===== src/design/lsbb_pkg.sv =====
`default_nettype none

package lsbb_pkg;

    // Default duty resolution (full duty is 2^DUTY_BITS - 1)
    localparam int DUTY_BITS_DEF = 13;

    // Field and register widths
    localparam int DUTY_OUT_W = 14;
    localparam int STATUS_W   = 3;
    localparam int PERIOD_W   = 12;
    localparam int RSTEP_W    = 8;
    localparam int CFG_IDX_W  = 3;
    localparam int CFG_DATA_W = 12;

    // Breathe ramp increment
    localparam int RAMP_INC = 64;

    // Register reset values
    localparam logic [PERIOD_W-1:0] IDLE_PERIOD_RST  = 12'd1000;
    localparam logic [PERIOD_W-1:0] MAINT_PERIOD_RST = 12'd3000;
    localparam logic [PERIOD_W-1:0] ACT_PERIOD_RST   = 12'd500;
    localparam logic [PERIOD_W-1:0] WORK_PERIOD_RST  = 12'd100;
    localparam logic [RSTEP_W-1:0]  RAMP_STEP_RST    = 8'd20;

    // Register indexes
    localparam logic [CFG_IDX_W-1:0] REG_IDLE_PERIOD  = 3'd0;
    localparam logic [CFG_IDX_W-1:0] REG_MAINT_PERIOD = 3'd1;
    localparam logic [CFG_IDX_W-1:0] REG_ACT_PERIOD   = 3'd2;
    localparam logic [CFG_IDX_W-1:0] REG_WORK_PERIOD  = 3'd3;
    localparam logic [CFG_IDX_W-1:0] REG_RAMP_STEP    = 3'd4;

    // Status codes
    localparam logic [STATUS_W-1:0] ST_IDLE     = 3'd0;
    localparam logic [STATUS_W-1:0] ST_MAINT    = 3'd1;
    localparam logic [STATUS_W-1:0] ST_ACTIVE   = 3'd2;
    localparam logic [STATUS_W-1:0] ST_WORKING  = 3'd3;
    localparam logic [STATUS_W-1:0] ST_SLEEPING = 3'd4;

    // Item kinds
    localparam logic MODE_TICK   = 1'b0;
    localparam logic MODE_STATUS = 1'b1;

    // Running effect, one-hot
    typedef enum logic [2:0] {
        FX_NONE    = 3'b001,
        FX_BLINK   = 3'b010,
        FX_BREATHE = 3'b100
    } t_effect;

endpackage

`default_nettype wire


===== src/design/led_status_blink_breathe.sv =====
`default_nettype none

// Status LED duty generator. Each transfer on the input channel is either a
// one-millisecond tick or a new status; each one yields exactly one result
// (duty level and a written flag) on the output channel in the next cycle.
// The block takes one item per clock: all the work for an item is a single
// pass of counter, compare and select logic into the state and result
// registers, so the sustained rate is one item per cycle as long as the
// output side takes results. When the output side stalls with a result
// waiting, the input stall follows it in the same cycle. Blink periods and
// the ramp step are read live on every tick; write them only while idle.
module led_status_blink_breathe #(
    parameter int DUTY_BITS = lsbb_pkg::DUTY_BITS_DEF
) (
    input  wire logic                              i_clk,
    input  wire logic                              i_rst_n,
    // input channel
    input  wire logic                              i_in_valid,
    output logic                                   o_in_stall,
    input  wire logic                              i_mode,
    input  wire logic [lsbb_pkg::STATUS_W-1:0]     i_status_code,
    // output channel
    output logic                                   o_out_valid,
    input  wire logic                              i_out_stall,
    output logic [lsbb_pkg::DUTY_OUT_W-1:0]        o_duty_level,
    output logic                                   o_duty_written,
    // configuration
    input  wire logic                              i_cfg_we,
    input  wire logic [lsbb_pkg::CFG_IDX_W-1:0]    i_cfg_index,
    input  wire logic [lsbb_pkg::CFG_DATA_W-1:0]   i_cfg_data
);

    localparam int RAMP_W = DUTY_BITS + 1;
    localparam int EXT_W  = (RAMP_W > lsbb_pkg::DUTY_OUT_W) ? RAMP_W : lsbb_pkg::DUTY_OUT_W;
    localparam int PW     = lsbb_pkg::PERIOD_W;

    localparam logic [DUTY_BITS-1:0] DUTY_FULL = {DUTY_BITS{1'b1}};
    localparam logic [DUTY_BITS-1:0] DUTY_QTR  = DUTY_FULL >> 2;
    localparam logic [DUTY_BITS-1:0] DUTY_HALF = DUTY_FULL >> 1;
    localparam logic [RAMP_W-1:0]    RAMP_MAX  = {1'b0, DUTY_FULL};
    localparam logic [RAMP_W-1:0]    RAMP_INC  = RAMP_W'(lsbb_pkg::RAMP_INC);

    // configuration registers
    logic [PW-1:0]                   r_idle_period;
    logic [PW-1:0]                   r_maint_period;
    logic [PW-1:0]                   r_act_period;
    logic [PW-1:0]                   r_work_period;
    logic [lsbb_pkg::RSTEP_W-1:0]    r_ramp_step;

    // effect state
    logic [lsbb_pkg::STATUS_W-1:0]   r_status,     n_status;
    lsbb_pkg::t_effect               r_effect,     n_effect;
    logic                            r_lit,        n_lit;
    logic [PW-1:0]                   r_tick,       n_tick;
    logic [RAMP_W-1:0]               r_ramp_level, n_ramp_level;
    logic                            r_ramp_rise,  n_ramp_rise;
    logic [lsbb_pkg::DUTY_OUT_W-1:0] r_held,       n_held;
    logic                            r_written,    n_written;
    logic                            r_out_valid;

    logic                            accept;
    logic [PW-1:0]                   blink_period;
    logic [DUTY_BITS-1:0]            blink_duty;
    logic [PW-1:0]                   tick_period;
    logic [PW-1:0]                   tick_inc;
    logic                            tick_fire;
    logic [RAMP_W-1:0]               adv_base;
    logic                            adv_base_rise;
    logic [RAMP_W-1:0]               adv_level;
    logic                            adv_rise;

    assign o_in_stall     = r_out_valid && i_out_stall;
    assign accept         = i_in_valid && !o_in_stall;
    assign o_out_valid    = r_out_valid;
    assign o_duty_level   = r_held;
    assign o_duty_written = r_written;

    // configuration writes
    always_ff @(posedge i_clk) begin
        if (!i_rst_n) begin
            r_idle_period  <= lsbb_pkg::IDLE_PERIOD_RST;
            r_maint_period <= lsbb_pkg::MAINT_PERIOD_RST;
            r_act_period   <= lsbb_pkg::ACT_PERIOD_RST;
            r_work_period  <= lsbb_pkg::WORK_PERIOD_RST;
            r_ramp_step    <= lsbb_pkg::RAMP_STEP_RST;
        end else if (i_cfg_we) begin
            case (i_cfg_index)
                lsbb_pkg::REG_IDLE_PERIOD:  r_idle_period  <= i_cfg_data;
                lsbb_pkg::REG_MAINT_PERIOD: r_maint_period <= i_cfg_data;
                lsbb_pkg::REG_ACT_PERIOD:   r_act_period   <= i_cfg_data;
                lsbb_pkg::REG_WORK_PERIOD:  r_work_period  <= i_cfg_data;
                lsbb_pkg::REG_RAMP_STEP:    r_ramp_step    <= i_cfg_data[lsbb_pkg::RSTEP_W-1:0];
                default: ;
            endcase
        end
    end

    // per-status blink half-period and lit duty
    always_comb begin
        case (r_status)
            lsbb_pkg::ST_IDLE:    blink_period = r_idle_period;
            lsbb_pkg::ST_MAINT:   blink_period = r_maint_period;
            lsbb_pkg::ST_ACTIVE:  blink_period = r_act_period;
            lsbb_pkg::ST_WORKING: blink_period = r_work_period;
            default:              blink_period = r_idle_period;
        endcase
        case (r_status)
            lsbb_pkg::ST_IDLE:  blink_duty = DUTY_QTR;
            lsbb_pkg::ST_MAINT: blink_duty = DUTY_HALF;
            default:            blink_duty = DUTY_FULL;
        endcase
    end

    // tick counter: wraps at 12 bits, fires at or past the period
    assign tick_period = (r_effect == lsbb_pkg::FX_BREATHE) ? PW'(r_ramp_step) : blink_period;
    assign tick_inc    = r_tick + 1'b1;
    assign tick_fire   = (tick_inc >= tick_period);

    // ramp step; a new sleeping status restarts from zero, rising
    assign adv_base      = (i_mode == lsbb_pkg::MODE_STATUS) ? '0 : r_ramp_level;
    assign adv_base_rise = (i_mode == lsbb_pkg::MODE_STATUS) ? 1'b1 : r_ramp_rise;

    always_comb begin
        if (adv_base_rise) begin
            adv_level = adv_base + RAMP_INC;
            adv_rise  = !(adv_level >= RAMP_MAX);
        end else begin
            adv_level = adv_base - RAMP_INC;
            adv_rise  = (adv_level == '0);
        end
    end

    // next state for one item
    always_comb begin
        n_status     = r_status;
        n_effect     = r_effect;
        n_lit        = r_lit;
        n_tick       = r_tick;
        n_ramp_level = r_ramp_level;
        n_ramp_rise  = r_ramp_rise;
        n_held       = r_held;
        n_written    = 1'b0;

        if (i_mode == lsbb_pkg::MODE_STATUS) begin
            n_status = i_status_code;
            n_tick   = '0;
            if (i_status_code inside {[lsbb_pkg::ST_IDLE:lsbb_pkg::ST_WORKING]}) begin
                n_effect = lsbb_pkg::FX_BLINK;
            end else if (i_status_code == lsbb_pkg::ST_SLEEPING) begin
                n_effect     = lsbb_pkg::FX_BREATHE;
                n_held       = '0;
                n_written    = 1'b1;
                n_ramp_level = adv_level;
                n_ramp_rise  = adv_rise;
            end else begin
                n_effect = lsbb_pkg::FX_NONE;
            end
        end else begin
            case (r_effect)
                lsbb_pkg::FX_BLINK: begin
                    n_tick = tick_fire ? '0 : tick_inc;
                    if (tick_fire) begin
                        n_lit     = !r_lit;
                        n_held    = !r_lit ? lsbb_pkg::DUTY_OUT_W'(EXT_W'(blink_duty)) : '0;
                        n_written = 1'b1;
                    end
                end
                lsbb_pkg::FX_BREATHE: begin
                    n_tick = tick_fire ? '0 : tick_inc;
                    if (tick_fire) begin
                        n_held       = lsbb_pkg::DUTY_OUT_W'(EXT_W'(r_ramp_level));
                        n_written    = 1'b1;
                        n_ramp_level = adv_level;
                        n_ramp_rise  = adv_rise;
                    end
                end
                default: ;
            endcase
        end
    end

    // state and result registers
    always_ff @(posedge i_clk) begin
        if (!i_rst_n) begin
            r_status     <= lsbb_pkg::ST_IDLE;
            r_effect     <= lsbb_pkg::FX_NONE;
            r_lit        <= 1'b0;
            r_tick       <= '0;
            r_ramp_level <= '0;
            r_ramp_rise  <= 1'b1;
            r_held       <= '0;
            r_written    <= 1'b0;
            r_out_valid  <= 1'b0;
        end else begin
            if (accept) begin
                r_status     <= n_status;
                r_effect     <= n_effect;
                r_lit        <= n_lit;
                r_tick       <= n_tick;
                r_ramp_level <= n_ramp_level;
                r_ramp_rise  <= n_ramp_rise;
                r_held       <= n_held;
                r_written    <= n_written;
                r_out_valid  <= 1'b1;
            end else if (!i_out_stall) begin
                r_out_valid  <= 1'b0;
            end
        end
    end

endmodule

`default_nettype wire

===== config.mk =====
export PLATFORM = sky130hd
export DESIGN_NAME = led_status_blink_breathe
export DESIGN_NICKNAME = d
export VERILOG_FILES = /design/src/design/lsbb_pkg.sv /design/src/design/led_status_blink_breathe.sv
export SDC_FILE = /design/constraint.sdc
export NUM_CORES = 1
export LEC_CHECK = 0
export BUFFER_PORTS_ARGS = -buffer_cell sky130_fd_sc_hd__buf_2
export CORE_UTILIZATION = 41
export DETAILED_ROUTE_END_ITERATION = 8
export PLACE_DENSITY = 0.55
export SYNTH_ARGS = -nofsm -noshare
export SYNTH_HDL_FRONTEND = slang
export SYNTH_SLANG_ARGS = --single-unit
export TNS_END_PERCENT = 20

===== constraint.sdc =====
create_clock -name i_clk -period 8.7 [get_ports i_clk]
set_input_delay 1.74 -clock i_clk [delete_from_list [all_inputs] [get_ports i_clk]]
set_output_delay 1.74 -clock i_clk [all_outputs]
set_load 0.01 [all_outputs]

==> results list <==
- Outcome: finished clean
- Worst path most repeated cell: nor2_1
* Largest stage delay, worst path: around 0.75 ns
- Number of optimization iterations in the first detailed-route pass: 5
- For this run, the total global-route usage over all layers was measured as 0.213.
- At the pin with the least slew margin, the transition time is between 1 and 1.5 ns.
- The share of the Yosys chip area taken by registers is 0.397.
- Power per Cell Area: 170 nW/µm²
- Biggest fanout along the worst timing path: 24
- By area, the combinational part of the netlist is dominated by simple AND/OR/NAND/NOR gates.
* Adder-cell share of the synthesized area: 0.0398
- Wire length of the first global-routing pass: about 22 mm
* Number of buffers inserted for hold repair after clock tree synthesis: 0
- Clock tree from TritonCTS: yes
* DRC violations left: 0
- Proportion of layout cells with a drive suffix above 1: 0.0963
* Area fraction in compound gates after synthesis: 0.174
- FFs w/ async S/R, synth: 0
- Number of DRC markers in iteration 0: between 300 and 400
* H-tree level count: 3
- At the end of the flow the core is filled with cells to 0.467.
* Most instantiated flip-flop cell in the synthesis netlist: dfxtp_1
- Clk sinks: approximately 110
- Top achievable clock speed: between 200 and 250 MHz
- In this run the count of I/O pins placed on the die edge is a little over 40.
- Synth area leader: dfxtp_1
* Final TNS setup: 0 ns
- Max Clock Skew: slightly above 0.008 ns
* Master cell of the clock root buffer: clkbuf_16
* Number of antenna violations at the first check in global routing: 0
- After detailed routing, the average wire length per cell comes to approximately 16 µm.
- Die outline width: 116 µm
* Gr ovfl total: 0
- The count of buffers added on input and output ports is 40.
- Num rows: between 40 and 50
* Setup Viol. Count Final: 0
- Synthesized-area fraction occupied by xor and xnor cells: 0.0312
* Final layout net count: 742
- The floorplan step defined a core boundary enclosing between 10000 and 15000 µm².
- For the worst setup path, the data arrival time is between 4 and 5 ns.
- The floorplan step defined a die boundary enclosing 13500 µm².
- Main area contributors after synthesis: dfxtp_1 (40%), nand2_1 (10%), a21oi_1 (7.9%)
- Static power due to leakage: 2.33 nW
* Area overhead of the layout relative to synthesis: 10.9%
* Top-area cell type share of the netlist area: 0.397
- Counting along the longest clock path gives a buffer depth of 2.
- Wire length after detailed routing: 13.9 mm
- In the routed layout, each cell is associated on average with a via count of ~5.4.
- STA classifies the critical path endpoint as a register.
- CP cell instances: buf_4 -> nor2_1 -> a21oi_1 -> nor2_1 -> a2111oi_0 -> a21oi_1 -> ha_1 -> nand2_1 -> o21a_1 -> o2bb2ai_1 -> o21a_1 -> mux2i_1 -> nor2_1
- Post-CTS Repair Setup Buffers: 0
- After synthesis the netlist holds a flip-flop and latch count of 106.
* Worst supply voltage drop on vdd: roughly 0.11 mV
- The routed layout has 4742 vias.
* Post-Synthesis Mean Instance Area: ~7.7 µm²
- Yosys mapped a number of flops with a built-in enable equal to 0.
- Across the run, the number of max-cap violations was 0.
- The slowest stage of the critical path is the o21a_1 cell.
* Y dimension of the die: about 120 µm
- Clock transition at the register clock pins on the worst setup and hold paths after CTS: around 0.070 ns
- The final-report hold violation count is 0.
* Syn_nets: approximately 730
- Starting density of the core: 0.421
- Worst min path class: reg -> reg
- Latest clock arrival within the worst-skew pair: roughly 0.35 ns
- Maximum number of pins on one net before global-route repair: 72
* Detailed-placement wirelength estimate: approximately 10 mm
- Of the total synthesized cell area, the portion taken by AND, OR, NAND and NOR gates is 0.270.
- Fin crit share: 0.466
* Final max-slew violation count: 0
* Data required time of the worst path: 8.91 ns
- Final antenna diode count: 0
- The count of nets left with antenna violations once routing finished came out at 0.
* Summed instance area of the synthesized netlist: around 5300 µm²
- Gate count after technology mapping: 690
* Count of cell types in the netlist: 53
* Via count of the first global-routing pass: between 4000 and 5000
* Setup repair after global routing missed its margin: no
- Mux contribution to synthesized area: 0.0497
- The critical path in this run is classified as reg -> reg.
* Post_cts resized: 0
- Total power: 1.01 mW
* GP Congestion: between 0.8 and 0.9
* Total CTS buffers: 9
- The smallest clock period supported by the final layout is computed as between 4 and 5 ns.
- Headroom to the max-slew limit: 0.239
- Yosys warns: 0
- STA classifies the critical path startpoint as a register.
==> layer usage <==
| metal | vias to the layer above | part of all wire | GRT usage |
|---|---|---|---|
| met1 | 2195 | 0.50 | 0.298 |
| met4 | 0 | 0.0089 | 0.0709 |
| met3 | 11 | 0.045 | 0.0405 |
| met2 | 111 | 0.45 | 0.331 |
| met5 | - | 0 | 0 |
| li1 | 2425 | - | - |
==> placed cells by master, fill, tap and decap left out, drive strengths merged, types with 5 or more instances in the layout <==
cell     netlist  routed
nand2        144     144
dfxtp        106     106
a21oi         84      84
nor2          73      73
buf            7      42
nand3         34      34
mux2i         22      22
ha            17      17
o21ai         15      15
and3          13      13
nor2b         12      12
clkbuf        35      11
xnor2         10      10
a211oi        10      10
xor2           9       9
inv            8       9
a311oi         8       8
nand2b         7       7
nor3           7       7
a22oi          6       6
nor4           6       6
o211ai         5       5
a2111oi        5       5
==> cell usage after synthesis, drive strengths merged, types with 2 or more instances <==
| library cell | number |
|---|---|
| nand2 | 144 |
| dfxtp | 106 |
| a21oi | 84 |
| nor2 | 73 |
| clkbuf | 35 |
| nand3 | 34 |
| mux2i | 22 |
| ha | 17 |
| o21ai | 15 |
| and3 | 13 |
| nor2b | 12 |
| a211oi | 10 |
| xnor2 | 10 |
| xor2 | 9 |
| a311oi | 8 |
| inv | 8 |
| buf | 7 |
| nand2b | 7 |
| nor3 | 7 |
| a22oi | 6 |
| nor4 | 6 |
| a2111oi | 5 |
| o211ai | 5 |
| mux2 | 4 |
| o21a | 4 |
| o221ai | 4 |
| and2 | 3 |
| nand3b | 3 |
| o31ai | 3 |
| or2b | 3 |
| or3 | 3 |
| nand4 | 2 |
| nor3b | 2 |
| nor4b | 2 |
| o22ai | 2 |
| or2 | 2 |
==> through the flow <==
stage / worst slack [ns] / hold slack, ns / area (µm²) / instances
2_1_floorplan: 4.67 / 0.433 / 5340 / 690
4_1_cts: 4.68 / 0.457 / 5920 / 878
6_report: 4.65 / 0.455 / 5920 / 878
3_3_place_gp: 4.70 / 0.443 / 5610 / 862
5_1_grt: 4.27 / 0.470 / 5920 / 878
3_5_place_dp: 4.71 / 0.447 / 5610 / 862
==> layout make-up <==
| class | instances | area (µm²) |
|---|---|---|
| timing repair buffer | 42 | 215 |
| fill | 1293 | 6750 |
| clock inverter | 5 | 61.3 |
| sequential | 106 | 2120 |
| tap | 172 | 215 |
| inverter | 8 | 30.0 |
| clock buffer | 11 | 253 |
| multi-input combinational | 534 | 3020 |
==> state kept, by name, summed over array words and instances, names as in the netlist, 3 cells and up <==
signal	flops
o_duty_level	14
r_idle_period	12
r_status	3
r_ramp_step	8
r_ramp_level	14
r_tick	12
r_work_period	12
r_effect	3
r_act_period	12
r_maint_period	12
==> kinds of logic (layout without fill, tap and decap cells) <==
logic type               after synthesis  after routing
XOR/XNOR                              19             19
AND/OR/NAND/NOR                      319            319
multiplexers                          26             26
AO/OA/AOI/OAI                        153            153
adder cells (fa/ha/maj)               17             17
flip-flops                           106            106
buffers and inverters                 50             66
==> critical path, delay by kind of cell (launching register included) <==
| family | cells | cell delay [ns] |
|---|---|---|
| AO/OA/AOI/OAI | 6 | 2.24 |
| adder cells (fa/ha/maj) | 1 | 0.33 |
| AND/OR/NAND/NOR | 4 | 0.24 |
| buffers and inverters | 1 | 0.34 |
| flip-flops | 1 | 0.48 |
| multiplexers | 1 | 0.26 |
==> path summary, 6_finish.rpt <==
check	from	endpoint	slack (ns)	depth (start not counted)
worst max-delay path	r_status[1]	o_duty_level[13]	4.65	13
worst min register to register	r_ramp_step[5]	r_ramp_step[5]	0.45	2
worst min-delay path	r_ramp_step[5]	r_ramp_step[5]	0.45	2
worst max register to register	r_status[1]	o_duty_level[13]	4.65	13
==> power breakdown <==
part           total [mW]  switching (mW)  internal [mW]
Clock               0.430           0.190          0.241
Sequential          0.502         0.00805          0.494
Combinational      0.0739          0.0495         0.0244
(Power assumes the default switching activity.)
